File: config.mk
export PLATFORM = sky130hd
export DESIGN_NAME = status_led_pattern_generator_unit
export DESIGN_NICKNAME = d
export VERILOG_FILES = /design/src/rtl/slpg_pkg.sv /design/src/rtl/slpg_ratio_track.sv /design/src/rtl/slpg_pattern_sel.sv /design/src/rtl/slpg_level_out.sv /design/src/rtl/status_led_pattern_generator_unit.sv
export SDC_FILE = /design/constraint.sdc
export NUM_CORES = 1
export LEC_CHECK = 0
export BUFFER_PORTS_ARGS = -buffer_cell sky130_fd_sc_hd__buf_2
export CAP_MARGIN = 20
export CORE_ASPECT_RATIO = 1.5
export CORE_MARGIN = 3
export CORE_UTILIZATION = 50
export CTS_BUF_LIST = sky130_fd_sc_hd__clkbuf_8
export CTS_CLUSTER_DIAMETER = 30
export DETAILED_ROUTE_END_ITERATION = 8
export GPL_TIMING_DRIVEN = 0
export PLACE_DENSITY = 0.64
export REMOVE_ABC_BUFFERS = 1
export SYNTH_ARGS = -nofsm -noshare
export SYNTH_HDL_FRONTEND = slang
export SYNTH_HIERARCHICAL = 1
export SYNTH_SLANG_ARGS = --single-unit
File: constraint.sdc
create_clock -name clk -period 3.9 [get_ports clk]
set_clock_uncertainty 0.1 [all_clocks]
set_input_delay 0.39 -clock clk [delete_from_list [all_inputs] [get_ports clk]]
set_output_delay 0.39 -clock clk [all_outputs]
set_load 0.005 [all_outputs]
File: src/rtl/slpg_pkg.sv
package slpg_pkg;

  localparam int LEVEL_BITS_DEF = 8;
  localparam int OUT_W          = 8;
  localparam int STATUS_W       = 3;
  localparam int MODE_W         = 3;

  // half periods in ms of the 200, 400 and 2000 ms patterns
  localparam int HALF_SHORT = 100;
  localparam int HALF_MID   = 200;
  localparam int HALF_LONG  = 1000;

  typedef enum logic [1:0] {
    PER_SHORT = 2'd0,
    PER_MID   = 2'd1,
    PER_LONG  = 2'd2
  } period_code_t;

  // bit 2 red, bit 1 green, bit 0 blue
  typedef struct packed {
    logic [2:0] start_color;
    logic [2:0] end_color;
  } color_pair_t;

  typedef struct packed {
    color_pair_t  colors;
    logic         square_wave_select;
    period_code_t period_code;
  } pattern_t;

endpackage

File: src/rtl/slpg_ratio_track.sv
// keeps phase, quotient and remainder of LEVEL_MAX*|p-HALF|/HALF for one period,
// stepped by one ms per tick
module slpg_ratio_track #(
  parameter int HALF       = slpg_pkg::HALF_SHORT,
  parameter int LEVEL_BITS = slpg_pkg::LEVEL_BITS_DEF
) (
  input  logic                  clk,
  input  logic                  rst,
  input  logic                  step,
  output logic [LEVEL_BITS-1:0] quot,
  output logic                  first_half,
  output logic                  at_half
);

  localparam int PW     = $clog2(2 * HALF);
  localparam int RW     = $clog2(HALF);
  localparam int LMAX   = (1 << LEVEL_BITS) - 1;
  localparam int Q_STEP = LMAX / HALF;
  localparam int R_STEP = LMAX % HALF;

  localparam logic [PW-1:0]         PH_HALF = PW'(HALF);
  localparam logic [PW-1:0]         PH_LAST = PW'(2 * HALF - 1);
  localparam logic [RW:0]           R_STEPW = (RW + 1)'(R_STEP);
  localparam logic [RW:0]           R_DIV   = (RW + 1)'(HALF);
  localparam logic [LEVEL_BITS-1:0] Q_STEPW = LEVEL_BITS'(Q_STEP);
  localparam logic [LEVEL_BITS-1:0] Q_MAX   = '1;

  logic [PW-1:0]         phase;
  logic [PW-1:0]         phase_next;
  logic [RW-1:0]         rem;
  logic [RW-1:0]         rem_next;
  logic [LEVEL_BITS-1:0] quot_next;
  logic [RW:0]           rem_wide;
  logic [RW:0]           rem_sum;

  assign first_half = phase < PH_HALF;
  assign at_half    = phase == PH_HALF;
  assign rem_wide   = {1'b0, rem};
  assign rem_sum    = rem_wide + R_STEPW;

  always_comb begin
    phase_next = (phase == PH_LAST) ? '0 : phase + 1'b1;
    if (first_half) begin
      // distance to mid period shrinks by one
      if (rem_wide >= R_STEPW) begin
        rem_next  = RW'(rem_wide - R_STEPW);
        quot_next = quot - Q_STEPW;
      end else begin
        rem_next  = RW'(rem_wide + R_DIV - R_STEPW);
        quot_next = quot - Q_STEPW - 1'b1;
      end
    end else begin
      // distance grows by one, also across the wrap to phase zero
      if (rem_sum >= R_DIV) begin
        rem_next  = RW'(rem_sum - R_DIV);
        quot_next = quot + Q_STEPW + 1'b1;
      end else begin
        rem_next  = RW'(rem_sum);
        quot_next = quot + Q_STEPW;
      end
    end
  end

  always_ff @(posedge clk) begin
    if (rst) begin
      phase <= '0;
      rem   <= '0;
      quot  <= Q_MAX;
    end else if (step) begin
      phase <= phase_next;
      rem   <= rem_next;
      quot  <= quot_next;
    end
  end

  a_full_at_start: assert property (@(posedge clk) disable iff (rst)
    phase == '0 |-> quot == Q_MAX && rem == '0)
    else $error("ratio not full at period start");

  a_zero_at_half: assert property (@(posedge clk) disable iff (rst)
    at_half |-> quot == '0 && rem == '0)
    else $error("ratio not zero at mid period");

endmodule

File: src/rtl/slpg_pattern_sel.sv
module slpg_pattern_sel (
  input  logic                          clk,
  input  logic                          rst,
  input  logic                          load,
  input  logic [slpg_pkg::STATUS_W-1:0] run_state,
  input  logic [slpg_pkg::MODE_W-1:0]   control_mode,
  output slpg_pkg::pattern_t            pattern_cur
);

  typedef enum logic [2:0] {
    RS_ACTIVE    = 3'd0,
    RS_INACTIVE  = 3'd1,
    RS_CALIBRATE = 3'd2,
    RS_BEEP      = 3'd3,
    RS_ERROR     = 3'd4,
    RS_WARN      = 3'd5
  } run_state_t;

  typedef enum logic [2:0] {
    CM_CURRENT  = 3'd0,
    CM_POSITION = 3'd1,
    CM_SPEED    = 3'd2,
    CM_TEACH    = 3'd3
  } control_mode_t;

  localparam logic [2:0] COL_OFF   = 3'b000;
  localparam logic [2:0] COL_BLUE  = 3'b001;
  localparam logic [2:0] COL_GREEN = 3'b010;
  localparam logic [2:0] COL_RED   = 3'b100;
  localparam logic [2:0] COL_WHITE = 3'b111;

  slpg_pkg::pattern_t pattern;

  function automatic slpg_pkg::pattern_t pat(
    input logic [2:0]             a,
    input logic [2:0]             b,
    input logic                   square,
    input slpg_pkg::period_code_t pc
  );
    slpg_pkg::pattern_t p;
    p.colors.start_color = a;
    p.colors.end_color   = b;
    p.square_wave_select = square;
    p.period_code        = pc;
    return p;
  endfunction

  // unknown codes keep the previous pattern
  always_comb begin
    pattern_cur = pattern;
    unique case (run_state)
      RS_ACTIVE: begin
        unique case (control_mode)
          CM_CURRENT:  pattern_cur = pat(COL_GREEN, COL_OFF, 1'b0, slpg_pkg::PER_MID);
          CM_POSITION: pattern_cur = pat(COL_RED, COL_GREEN, 1'b0, slpg_pkg::PER_MID);
          CM_SPEED:    pattern_cur = pat(COL_BLUE, COL_GREEN, 1'b0, slpg_pkg::PER_MID);
          CM_TEACH:    pattern_cur = pat(COL_WHITE, COL_BLUE, 1'b0, slpg_pkg::PER_MID);
          default:     pattern_cur = pattern;
        endcase
      end
      RS_INACTIVE:  pattern_cur = pat(COL_WHITE, COL_OFF, 1'b0, slpg_pkg::PER_LONG);
      RS_CALIBRATE: pattern_cur = pat(COL_BLUE, COL_OFF, 1'b1, slpg_pkg::PER_SHORT);
      RS_BEEP:      pattern_cur = pat(COL_GREEN, COL_OFF, 1'b1, slpg_pkg::PER_SHORT);
      RS_ERROR, RS_WARN:
                    pattern_cur = pat(COL_RED, COL_OFF, 1'b1, slpg_pkg::PER_SHORT);
      default:      pattern_cur = pattern;
    endcase
  end

  always_ff @(posedge clk) begin
    if (rst) begin
      pattern <= pat(COL_OFF, COL_OFF, 1'b0, slpg_pkg::PER_SHORT);
    end else if (load) begin
      pattern <= pattern_cur;
    end
  end

endmodule

File: src/rtl/slpg_level_out.sv
module slpg_level_out #(
  parameter int LEVEL_BITS = slpg_pkg::LEVEL_BITS_DEF
) (
  input  logic                       clk,
  input  logic                       rst,
  input  logic                       s1_valid,
  input  logic [LEVEL_BITS-1:0]      s1_ratio,
  input  slpg_pkg::color_pair_t      s1_colors,
  output logic                       ready,
  output logic                       out_valid,
  input  logic                       out_stall,
  output logic [slpg_pkg::OUT_W-1:0] red_level,
  output logic [slpg_pkg::OUT_W-1:0] green_level,
  output logic [slpg_pkg::OUT_W-1:0] blue_level
);

  localparam logic [LEVEL_BITS-1:0] LMAX = '1;

  // start*(max-r) + end*r with one-bit start and end
  function automatic logic [slpg_pkg::OUT_W-1:0] mix(
    input logic                  a,
    input logic                  b,
    input logic [LEVEL_BITS-1:0] r
  );
    logic [LEVEL_BITS-1:0] lv;
    case ({a, b})
      2'b11:   lv = LMAX;
      2'b10:   lv = LMAX - r;
      2'b01:   lv = r;
      default: lv = '0;
    endcase
    return slpg_pkg::OUT_W'(lv);
  endfunction

  assign ready = !out_valid || !out_stall;

  always_ff @(posedge clk) begin
    if (rst) begin
      out_valid <= 1'b0;
    end else if (ready) begin
      out_valid <= s1_valid;
    end
    if (ready && s1_valid) begin
      red_level   <= mix(s1_colors.start_color[2], s1_colors.end_color[2], s1_ratio);
      green_level <= mix(s1_colors.start_color[1], s1_colors.end_color[1], s1_ratio);
      blue_level  <= mix(s1_colors.start_color[0], s1_colors.end_color[0], s1_ratio);
    end
  end

  a_drain: assert property (@(posedge clk) disable iff (rst)
    out_valid && !out_stall && !s1_valid |=> !out_valid)
    else $error("result shown twice");

endmodule

File: src/rtl/status_led_pattern_generator_unit.sv
// Status LED pattern generator: every accepted input transfer is one millisecond tick and
// yields one red/green/blue level triple through the input and then the result register.
// One tick is taken per clock cycle while in_stall is low; the two registers form a
// two-deep pipeline, so input stalls only when both hold an item and the output is stalled.
// The three blink periods each have their own ratio tracker that steps once per tick.
module status_led_pattern_generator_unit #(
  parameter int LEVEL_BITS = slpg_pkg::LEVEL_BITS_DEF
) (
  input  logic                          clk,
  input  logic                          rst,
  input  logic                          in_valid,
  output logic                          in_stall,
  input  logic [slpg_pkg::STATUS_W-1:0] run_state,
  input  logic [slpg_pkg::MODE_W-1:0]   control_mode,
  output logic                          out_valid,
  input  logic                          out_stall,
  output logic [slpg_pkg::OUT_W-1:0]    red_level,
  output logic [slpg_pkg::OUT_W-1:0]    green_level,
  output logic [slpg_pkg::OUT_W-1:0]    blue_level
);

  localparam logic [LEVEL_BITS-1:0] LMAX  = '1;
  localparam logic [LEVEL_BITS-1:0] LHALF = LMAX >> 1;

  logic                  out_ready;
  logic                  s1_en;
  logic                  accept;
  logic                  s1_valid;
  logic [LEVEL_BITS-1:0] s1_ratio;
  slpg_pkg::color_pair_t s1_colors;
  slpg_pkg::pattern_t    pattern_cur;

  logic [LEVEL_BITS-1:0] q_short, q_mid, q_long;
  logic                  fh_short, fh_mid, fh_long;
  logic                  ah_short, ah_mid, ah_long;
  logic [LEVEL_BITS-1:0] tri_ratio;
  logic                  first_half;
  logic                  at_half;
  logic [LEVEL_BITS-1:0] ratio;

  assign s1_en    = !s1_valid || out_ready;
  assign in_stall = !s1_en;
  assign accept   = in_valid && s1_en;

  slpg_pattern_sel u_pattern (
    .clk          (clk),
    .rst          (rst),
    .load         (accept),
    .run_state    (run_state),
    .control_mode (control_mode),
    .pattern_cur  (pattern_cur)
  );

  slpg_ratio_track #(.HALF(slpg_pkg::HALF_SHORT), .LEVEL_BITS(LEVEL_BITS)) u_track_short (
    .clk (clk), .rst (rst), .step (accept),
    .quot (q_short), .first_half (fh_short), .at_half (ah_short)
  );

  slpg_ratio_track #(.HALF(slpg_pkg::HALF_MID), .LEVEL_BITS(LEVEL_BITS)) u_track_mid (
    .clk (clk), .rst (rst), .step (accept),
    .quot (q_mid), .first_half (fh_mid), .at_half (ah_mid)
  );

  slpg_ratio_track #(.HALF(slpg_pkg::HALF_LONG), .LEVEL_BITS(LEVEL_BITS)) u_track_long (
    .clk (clk), .rst (rst), .step (accept),
    .quot (q_long), .first_half (fh_long), .at_half (ah_long)
  );

  always_comb begin
    case (pattern_cur.period_code)
      slpg_pkg::PER_SHORT: begin
        tri_ratio  = q_short;
        first_half = fh_short;
        at_half    = ah_short;
      end
      slpg_pkg::PER_MID: begin
        tri_ratio  = q_mid;
        first_half = fh_mid;
        at_half    = ah_mid;
      end
      default: begin
        tri_ratio  = q_long;
        first_half = fh_long;
        at_half    = ah_long;
      end
    endcase
    if (!pattern_cur.square_wave_select) begin
      ratio = tri_ratio;
    end else if (first_half) begin
      ratio = '0;
    end else if (at_half) begin
      ratio = LHALF;
    end else begin
      ratio = LMAX;
    end
  end

  always_ff @(posedge clk) begin
    if (rst) begin
      s1_valid <= 1'b0;
    end else if (s1_en) begin
      s1_valid <= in_valid;
    end
    if (accept) begin
      s1_ratio  <= ratio;
      s1_colors <= pattern_cur.colors;
    end
  end

  slpg_level_out #(.LEVEL_BITS(LEVEL_BITS)) u_level_out (
    .clk         (clk),
    .rst         (rst),
    .s1_valid    (s1_valid),
    .s1_ratio    (s1_ratio),
    .s1_colors   (s1_colors),
    .ready       (out_ready),
    .out_valid   (out_valid),
    .out_stall   (out_stall),
    .red_level   (red_level),
    .green_level (green_level),
    .blue_level  (blue_level)
  );

  a_stall_only_full: assert property (@(posedge clk) disable iff (rst)
    in_stall |-> s1_valid && out_valid && out_stall)
    else $error("input stalled with room in the pipeline");

endmodule
==> metrics.txt, run 1 <==
outcome=complete, no violations; Clock transition at path regs=0.09 ns; Worst R2R Path Depth=10; Switching Share=38.09%; layout cells sized above 1=15.10%; fin crit share=93.19%; vias=8058; Die Wd=118.5 um; Synth area leader=dfxtp_1; CORE AREA=18620 um^2; Fillers=1783; Sink Count=126; Fmax achieved=0.2751 GHz; Min-Delay Path Class=primary input to flop; io pins=36; ANT nets after route=0; hold buffers post-CTS=0; Initial Util=50.97%; PortBufs=35; maximum VDD drop=0.0002664 V; Final setup viols=0; Setup crit start kind=flop; initial antenna violation count=0; row cnt=61; CTS max path bufs=2; diode count=0; DR pass1 iterations=5; area grow syn2layout=6.577%; EDFF count, synth=38; r2r startpoint=u_track_long/phase[7]; R2R setup slack=0.27 ns; sequential element share of the synthesized area=30.58%; Synth top cells by count=nor2_1, dfxtp_1, nand2_1; RSZ-0062 raised after global routing=false; Async SR Flop Fraction=0%; Via-to-Cell Ratio=5.934; largest cells by area after synthesis=dfxtp_1, edfxtp_1, ha_1; Switch Pwr=1.502 mW; P per Cell Area=389.7 nW/um^2; post-synth top area share=18.56%; leakage=3.810 nW; Max H-tree Level=4; Hold Slack=0.04364 ns; crit path kind=flop to flop; Post-Route Setup TNS=0 ns; share of total power in combinational logic=28.5%; Final HPWL DP=15.27 mm; fin crit period=3.634 ns; top_reg_cell synth=dfxtp_1; Worst Path Arrival=3.91 ns; # resized after CTS=0; WL per Instance=15.92 um; WHS Path Cells=3; min-delay src=in_valid; Reg power frac=42.3%; synth unique cells=114; syn_area_per_cell=8.661 um^2; Clk Latency, worst-skew pair=0.47 ns; Die Y=174.8 um; Worst Hold End=s1_valid; GRT Total Usage=21.30%; first-pass GRT wire length=37.08 mm; Clock Tree Root=clkbuf_8; CP endpoint kind=flop; drt drc=0; gr ovfl total=0; number of synthesized register bits=126; GP Congestion=0.8650; DIE AREA=20710 um^2; CTS tree=done; vias in the first global route=7879; warnings from Yosys=6; Layout Nets=1142; crit path max fanout=21; hold violation count in the final report=0; Int Power=2.441 mW; DRT Wirelength=21.61 mm; clock share of power=29.2%; largest net degree at the start of global routing=79; synthesized cell area=9493 um^2; reg-to-reg endpoint=u_track_long/quot[7]; Slew @ Worst Pin=0.9436 ns; fin. max-slew vios=0; Cells after Synth=1096; initial DRC count=447; total CTS buffers=17; most instantiated library cell after synthesis=nor2_1; Max Cap Viol=0; Worst slew margin=37.09%; setup bufs post-CTS=0; data required time of the worst path=4.17 ns
-- per-layer routing --
layer	GRT usage (%)	vias to the layer above	routed length (um)
met5	0	-	0
met4	9.570	0	549
met2	39.04	198	11330
met1	24.15	3808	9012
li1	-	4010	-
met3	3.465	42	724
-- worst max-delay path: stages (launching register included) --
cell	delay, ns
dfxtp_1	0.39
nand3_1	0.15
o31ai_2	0.40
inv_1	0.44
ha_1	0.42
a21o_1	0.19
a211o_1	0.30
a2111oi_0	0.65
nor2_1	0.16
o211a_1	0.17
a311oi_1	0.18
-- layout make-up --
cell class / instances / area (um^2) / area share, %
Timing Repair Buffer: 39 / 236.5 / 2.337
Inverter: 42 / 157.7 / 1.558
Sequential cell: 126 / 2903 / 28.69
Clock inverter: 15 / 165.2 / 1.632
Tap cell: 252 / 315.3 / 3.116
Clock buffer: 17 / 234.0 / 2.313
Multi-Input combinational cell: 867 / 6106 / 60.35
-- sequential cells by signal, indices dropped and copies added (netlist names) --
signal and cells:
u_track_mid/quot 8, u_level_out/red_level 8, u_level_out/green_level 8, u_pattern/pattern 9
s1_colors 6, u_track_long/rem 10, u_track_short/phase 8, s1_valid 1
u_track_short/rem 7, u_track_long/quot 8, u_track_long/phase 11, u_track_mid/phase 9
u_level_out/out_valid 1, u_level_out/blue_level 8, u_track_short/quot 8, u_track_mid/rem 8
s1_ratio 8
-- metrics by stage --
| stage | utilization (%) | total power, mW | area, um^2 | setup WS, ns | std cells |
|---|---|---|---|---|---|
| global placement | 51.79 | 2.792 | 9644 | -4.594 | 1322 |
| floorplan | - | 2.522 | 9154 | -1.593 | 1035 |
| CTS | 54.33 | 3.983 | 10120 | 0.2375 | 1358 |
| detailed placement | 52.18 | 2.808 | 9718 | 0.2537 | 1326 |
| global route | 54.33 | 4.186 | 10120 | 0.05099 | 1358 |
| finish | 54.33 | 3.943 | 10120 | 0.2655 | 1358 |
-- worst max path at each step --
stage | start | to | slack, ns | depth (start not counted)
2_1_floorplan | out_stall | u_track_long/quot[4] | -1.59 | 7
3_3_place_gp | out_stall | u_track_long/quot[7] | -4.59 | 9
3_5_place_dp | u_track_long/phase[5] | u_track_long/quot[7] | 0.25 | 10
4_1_cts | u_track_long/phase[7] | u_track_long/quot[7] | 0.24 | 10
5_1_grt | u_track_long/phase[7] | u_track_long/quot[7] | 0.05 | 10
6_report | u_track_long/phase[7] | u_track_long/quot[7] | 0.27 | 10
-- cells in the final DEF, fill, tap and decap left out, types with 13 or more instances in the layout --
master / count
nor2_1: 126
dfxtp_1: 88
nand2_1: 70
a21oi_1: 52
xnor2_1: 52
o21ai_0: 47
edfxtp_1: 38
inv_1: 38
ha_1: 38
mux2_2: 37
buf_2: 34
nor3_1: 34
nand3_1: 31
xor2_1: 29
mux2i_1: 24
nor2b_1: 18
clkbuf_8: 17
o31ai_1: 13
and3_1: 13
-- cells by family (layout without fill, tap and decap cells) --
kind of cell / after synthesis / count (layout) / share of synthesized area [%]
AND/OR/NAND/NOR: 407 / 407 / 22.25
AO/OA/AOI/OAI: 276 / 276 / 21.95
flip-flops: 126 / 126 / 30.58
buffers and inverters: 103 / 113 / 5.233
XOR/XNOR: 82 / 82 / 7.645
multiplexers: 61 / 61 / 6.920
adder cells (fa/ha/maj): 41 / 41 / 5.430
-- power by group through the flow --
stage	logic [mW]	registers, mW	clock network (mW)
after floorplan	0.888	1.63	0
after global placement	1.09	1.70	0
after detailed placement	1.11	1.70	0
after CTS	1.12	1.67	1.20
after global routing	1.25	1.69	1.24
final	1.12	1.67	1.15
(Power assumes the default switching activity.)
==> inputs of run 2 (changes only) <==
--- a/config.mk
+++ b/config.mk
@@ -5,6 +5,7 @@
 export SDC_FILE = /design/constraint.sdc
 export NUM_CORES = 1
 export LEC_CHECK = 0
+export ABC_CLOCK_PERIOD_IN_PS = 4000
 export BUFFER_PORTS_ARGS = -buffer_cell sky130_fd_sc_hd__buf_2
 export CAP_MARGIN = 20
 export CORE_ASPECT_RATIO = 1.5
@@ -14,7 +15,7 @@
 export CTS_CLUSTER_DIAMETER = 30
 export DETAILED_ROUTE_END_ITERATION = 8
 export GPL_TIMING_DRIVEN = 0
-export PLACE_DENSITY = 0.64
+export PLACE_DENSITY = 0.63
 export REMOVE_ABC_BUFFERS = 1
 export SYNTH_ARGS = -nofsm -noshare
 export SYNTH_HDL_FRONTEND = slang
==> constraint.sdc (replaced) <==
create_clock -name clk -period 4 [get_ports clk]
set_clock_uncertainty 0.1 [all_clocks]
set_input_delay 0.4 -clock clk [delete_from_list [all_inputs] [get_ports clk]]
set_output_delay 0.4 -clock clk [all_outputs]
set_load 0.005 [all_outputs]
==> run 2 against run 1 <==
Effect of this change: hold slack improved by 0.025 ns; global-route usage decreased by 0.39 points; final area about the same; combinational power about the same; sequential power decreased by 2%; core utilization about the same; critical path depth unchanged; critical endpoint unchanged; highest routed layer unchanged.
==> metrics.txt, run 2 (same netlist as run 1, synthesis figures left out) <==
register bank with the most flops=u_track_long/phase; drt drc=0; io pins=36; Clock transition at path regs=0.09 ns; GRT Total Usage=20.92%; Max H-tree Level=4; vias in the first global route=7489; Via-to-Cell Ratio=5.862; area of the multi-input gates=6106 um^2; Setup crit start kind=flop; reg-to-reg endpoint=u_track_long/quot[7]; Setup crit end=u_track_long/quot[7]; Sink Count=126; total CTS buffers=17; delay-heaviest family, CP=compound AO/OA/AOI/OAI gates; initial DRC count=371; RSZ-0062 raised after global routing=false; CP peak stage delay=0.65 ns; commonest non-fill, non-tap cells in the layout=nor2_1, dfxtp_1, nand2_1, a21oi_1, xnor2_1; Worst Path Arrival=3.87 ns; vias=7961; Fillers=1822; Pwr Total=3.822 mW; commonest non-fill, non-tap cell in the layout=nor2_1; ANT nets after route=0; Final Instance Area=10110 um^2; GP Congestion=0.8555; Final setup viols=0; Worst slew margin=36.51%; Setup Slack @ Placement=0.3683 ns; Largest regs=u_track_long/phase (11), u_track_long/rem (10); outcome=complete, no violations; Crit-path slowest cell=a2111oi_0; Clk Latency, worst-skew pair=0.46 ns; Largest register FFs=11; diode count=0; crit path max fanout=21; leakage=3.808 nW; P per Cell Area=378.0 nW/um^2; Final HPWL DP=15.42 mm; Reg area=2903 um^2; CTS tree=done; CORE AREA=18620 um^2; setup bufs post-CTS=0; Post-Route Setup TNS=0 ns; DR pass1 iterations=5; Stages on worst setup path=10; PortBufs=35; Layout Nets=1142; Buf/Inv on CP=1; crit path kind=flop to flop; final setup margin=0.3928 ns; initial antenna violation count=0; fin. max-slew vios=0; r2r startpoint=u_track_long/phase[5]; Min-Delay Path Class=primary input to flop; CP startpoint=u_track_long/phase[5]; WL per Instance=15.90 um; # resized after CTS=0; Fmax achieved=0.2772 GHz; maximum VDD drop=0.0001743 V; area grow syn2layout=6.511%; CTS max path bufs=2; Worst R2R Path Depth=10; hold violation count in the final report=0; CP endpoint kind=flop; Max Cap Viol=0; fin crit period=3.607 ns; data required time of the worst path=4.26 ns; CP cell instances=nand2_1 -> o31ai_2 -> inv_1 -> ha_1 -> a21o_1 -> a211o_1 -> a2111oi_0 -> nor2_1 -> o211a_1 -> a311oi_1; Die Wd=118.5 um; Inst Count DP=1326; largest net degree at the start of global routing=79; Placed Instance Area=9714 um^2; Initial Util=50.97%; fin crit share=90.18%; row cnt=61; Die Y=174.8 um; first-pass GRT wire length=36.24 mm; Clock Tree Root=clkbuf_8; DIE AREA=20710 um^2; Cell Count, Final, Fillers Out=1358; layout cells sized above 1=15.10%; DRT Wirelength=21.59 mm; Slew @ Worst Pin=0.9524 ns; R2R setup slack=0.39 ns; hold buffers post-CTS=0; gr ovfl total=0
-- run 2: cell count changes in the layout (fill, tap and decap cells not counted) --
cell and delta:
inv_6 +1, inv_8 -1, buf_4 +1, buf_6 -1
-- run 2: worst min-delay path by stage --
stage          cells past startpoint                     to  slack, ns                  from
2_1_floorplan                      2  u_level_out/out_valid       0.34              s1_valid
3_3_place_gp                       2  u_level_out/out_valid       0.35              s1_valid
4_1_cts                            3               s1_valid       0.03              in_valid
3_5_place_dp                       1   u_pattern/pattern[5]       0.36  u_pattern/pattern[5]
6_report                           3               s1_valid       0.07              in_valid
5_1_grt                            3               s1_valid       0.06              in_valid
-- run 2: per-layer routing --
metal	wire, um	GRT usage, %	up-vias
met1	9181	23.84	3780
met4	637	10.25	0
met3	541	3.109	40
li1	-	-	4003
met2	11230	37.96	138
met5	0	0	-
-- run 2: per-stage QoR --
step	hold slack [ns]	utilization, %
global route	0.05771	54.29
global placement	0.3526	51.79
CTS	0.03167	54.29
detailed placement	0.3624	52.16
floorplan	0.3426	-
finish	0.06819	54.29
-- run 2: cell type report --
class | count | share of cell area [%]
inverters | 42 | 1.559
clock buffers | 17 | 2.314
well taps | 252 | 3.118
repair buffers | 39 | 2.302
multi-input cells | 867 | 60.39
flip-flops and latches | 126 | 28.71
clock inverters | 15 | 1.609
-- run 2: worst min-delay path, delay by kind of cell --
family	cells	cell delay [ns]
buf+inv	1	0.08
simple gates	2	0.12
-- run 2: report_power, final --
group          internal, mW  switching (mW)  total, mW
Sequential             1.42           0.205       1.63
Clock                 0.470           0.640       1.11
Combinational         0.487           0.598       1.09
Total                  2.38            1.44       3.82
==> inputs of run 3 (changes only) <==
--- a/config.mk
+++ b/config.mk
@@ -19,5 +19,4 @@
 export REMOVE_ABC_BUFFERS = 1
 export SYNTH_ARGS = -nofsm -noshare
 export SYNTH_HDL_FRONTEND = slang
-export SYNTH_HIERARCHICAL = 1
 export SYNTH_SLANG_ARGS = --single-unit
==> run 3 against run 2 <==
Effect of this change: wire length fell by 7.2%; cell count fell by 5.8%; total power rose by 1.4%; largest cell class unchanged.
==> metrics.txt, run 3 <==
drt drc=0; Sink Count=126; initial DRC count=572; commonest non-fill, non-tap cells in the layout=nand2_1, nor2_1, dfxtp_1, o21ai_0, xnor2_1; Min-Delay Path Class=primary input to flop; outcome=complete, no violations; warnings from Yosys=0; sequential element share of the synthesized area=32.71%; WL per Instance=15.67 um; Final setup viols=0; Synth top cells by count=nand2_1, nor2_1, dfxtp_1; Placed Instance Area=9047 um^2; CORE AREA=17420 um^2; CTS max path bufs=2; row cnt=59; Largest register FFs=11; DR pass1 iterations=5; Max Cap Viol=0; Clk Latency, worst-skew pair=0.45 ns; synthesized cell area=8875 um^2; Layout Nets=1100; hold buffers post-CTS=0; diode count=0; most instantiated library cell after synthesis=nand2_1; Initial Util=50.94%; layout cells sized above 1=12.66%; EDFF count, synth=38; Max H-tree Level=4; area grow syn2layout=7.444%; P per Cell Area=406.3 nW/um^2; Via-to-Cell Ratio=5.947; initial antenna violation count=0; Fmax achieved=0.2778 GHz; fin. max-slew vios=0; CP endpoint kind=flop; DRT Wirelength=20.04 mm; CP cell instances=inv_1 -> ha_1 -> xnor2_1 -> ha_2 -> a21boi_0 -> o21ai_0 -> a2111oi_4 -> buf_4 -> or2_1 -> o21ai_0 -> or4_1 -> a31o_2; final core utilization=54.73%; gr ovfl total=0; fin crit period=3.599 ns; GRT Total Usage=21.13%; CP peak stage delay=0.47 ns; CTS tree=done; data required time of the worst path=4.23 ns; post-synth top area share=19.85%; total CTS buffers=17; Cells after Synth=1074; share of total power in combinational logic=26.0%; io pins=36; commonest non-fill, non-tap cell in the layout=nand2_1; Final HPWL DP=13.82 mm; Crit-path slowest cell=or4_1; Largest regs=u_track_long.phase (11), u_track_long.rem (10); largest net degree at the start of global routing=82; first-pass GRT wire length=33.90 mm; synth unique cells=89; maximum VDD drop=0.0002449 V; register bank with the most flops=u_track_long.phase; fin crit share=89.98%; crit path max fanout=10; vias=7606; largest cells by area after synthesis=dfxtp_1, edfxtp_1, xnor2_1; number of synthesized register bits=126; Worst Path Arrival=3.83 ns; RSZ-0062 raised after global routing=false; GP Congestion=0.8437; most frequent CP cell=o21ai_0; vias in the first global route=7040; top_reg_cell synth=dfxtp_1; Die Wd=114.8 um; Clock Tree Root=clkbuf_8; Async SR Flop Fraction=0%; Switching Share=33.53%; Switch Pwr=1.299 mW; Final Instance Area=9535 um^2; Reg power frac=41.2%; Setup crit start kind=flop; Clock transition at path regs=0.08 ns; Int Power=2.575 mW; PortBufs=35; clock share of power=32.8%; syn_area_per_cell=8.263 um^2; Die Y=169.2 um; Worst slew margin=35.52%; Slew @ Worst Pin=0.9613 ns; ANT nets after route=0; Synth area leader=dfxtp_1; DIE AREA=19420 um^2; crit path kind=flop to flop; hold violation count in the final report=0; leakage=3.508 nW
[run 3: path summary, 6_finish.rpt]
check / from / end / slack, ns / depth (start not counted)
worst max register to register: u_track_short.rem[0] / u_track_short.quot[4] / 0.40 / 12
worst min register to register: u_pattern.pattern[8] / u_pattern.pattern[8] / 0.36 / 2
worst max-delay path: u_track_short.rem[0] / u_track_short.quot[4] / 0.40 / 12
worst min-delay path: in_valid / s1_valid / 0.10 / 2
[run 3: layout make-up]
class	instances	area (um^2)
Clock buffer	17	234.0
Clock inverter	15	224.0
Fill cell	1645	7886
Inverter	39	148.9
Multi-Input combinational cell	827	5494
Sequential cell	126	2908
Tap cell	213	266.5
Timing Repair Buffer	42	260.3
[run 3: worst max-delay path, delay by kind of cell, from the launching register on]
kind,cells,cell delay [ns]
xor gates and xnor gates,1,0.28
DFF,1,0.44
AOI/OAI and AO/OA,5,1.11
buffers and inverters,2,0.26
adders and majority gates,2,0.55
and+or+nand+nor,2,0.75
[run 3: timing repair]
| action | CTS | global route |
|---|---|---|
| resized for setup | 1 | 4 |
| setup buffers | 0 | 2 |
| setup endpoints to repair | 1 | 3 |
| pin swaps | 0 | 1 |
[run 3: power by group through the flow]
stage | combinational, mW | clock (mW) | sequential [mW]
floorplan | 0.787 | 0 | 1.57
global placement | 0.973 | 0 | 1.62
detailed placement | 0.993 | 0 | 1.62
CTS | 0.999 | 1.31 | 1.59
global route | 1.14 | 1.36 | 1.62
finish | 1.01 | 1.27 | 1.60
[run 3: per-stage QoR]
stage | hold WS (ns) | cells | worst slack [ns] | power [mW] | setup TNS (ns)
2_1_floorplan | 0.3297 | 992 | 0.2502 | 2.360 | 0
3_3_place_gp | 0.3457 | 1240 | -2.062 | 2.596 | -112.09
3_5_place_dp | 0.3549 | 1244 | -0.005818 | 2.614 | -0.005818
4_1_cts | 0.07128 | 1276 | 0.009476 | 3.902 | 0
5_1_grt | 0.07080 | 1279 | 0.04199 | 4.118 | 0
6_report | 0.1050 | 1279 | 0.4007 | 3.874 | 0
[run 3: kinds of logic after synthesis]
| logic type | count (synthesis) | synth area share, % |
|---|---|---|
| flip-flops | 126 | 32.71 |
| adder cells (fa/ha/maj) | 39 | 5.527 |
| AND/OR/NAND/NOR | 389 | 21.60 |
| XOR/XNOR | 93 | 9.178 |
| multiplexers | 38 | 4.638 |
| buffers and inverters | 121 | 5.625 |
| AO/OA/AOI/OAI | 268 | 20.73 |
[run 3: metal layers]
metal | share of wire [%] | up-vias | global-route usage [%]
li1 | - | 3856 | -
met1 | 44 | 3563 | 25.64
met2 | 51 | 157 | 37.19
met3 | 3.3 | 30 | 4.138
met4 | 1.8 | 0 | 7.048
met5 | 0 | - | 0
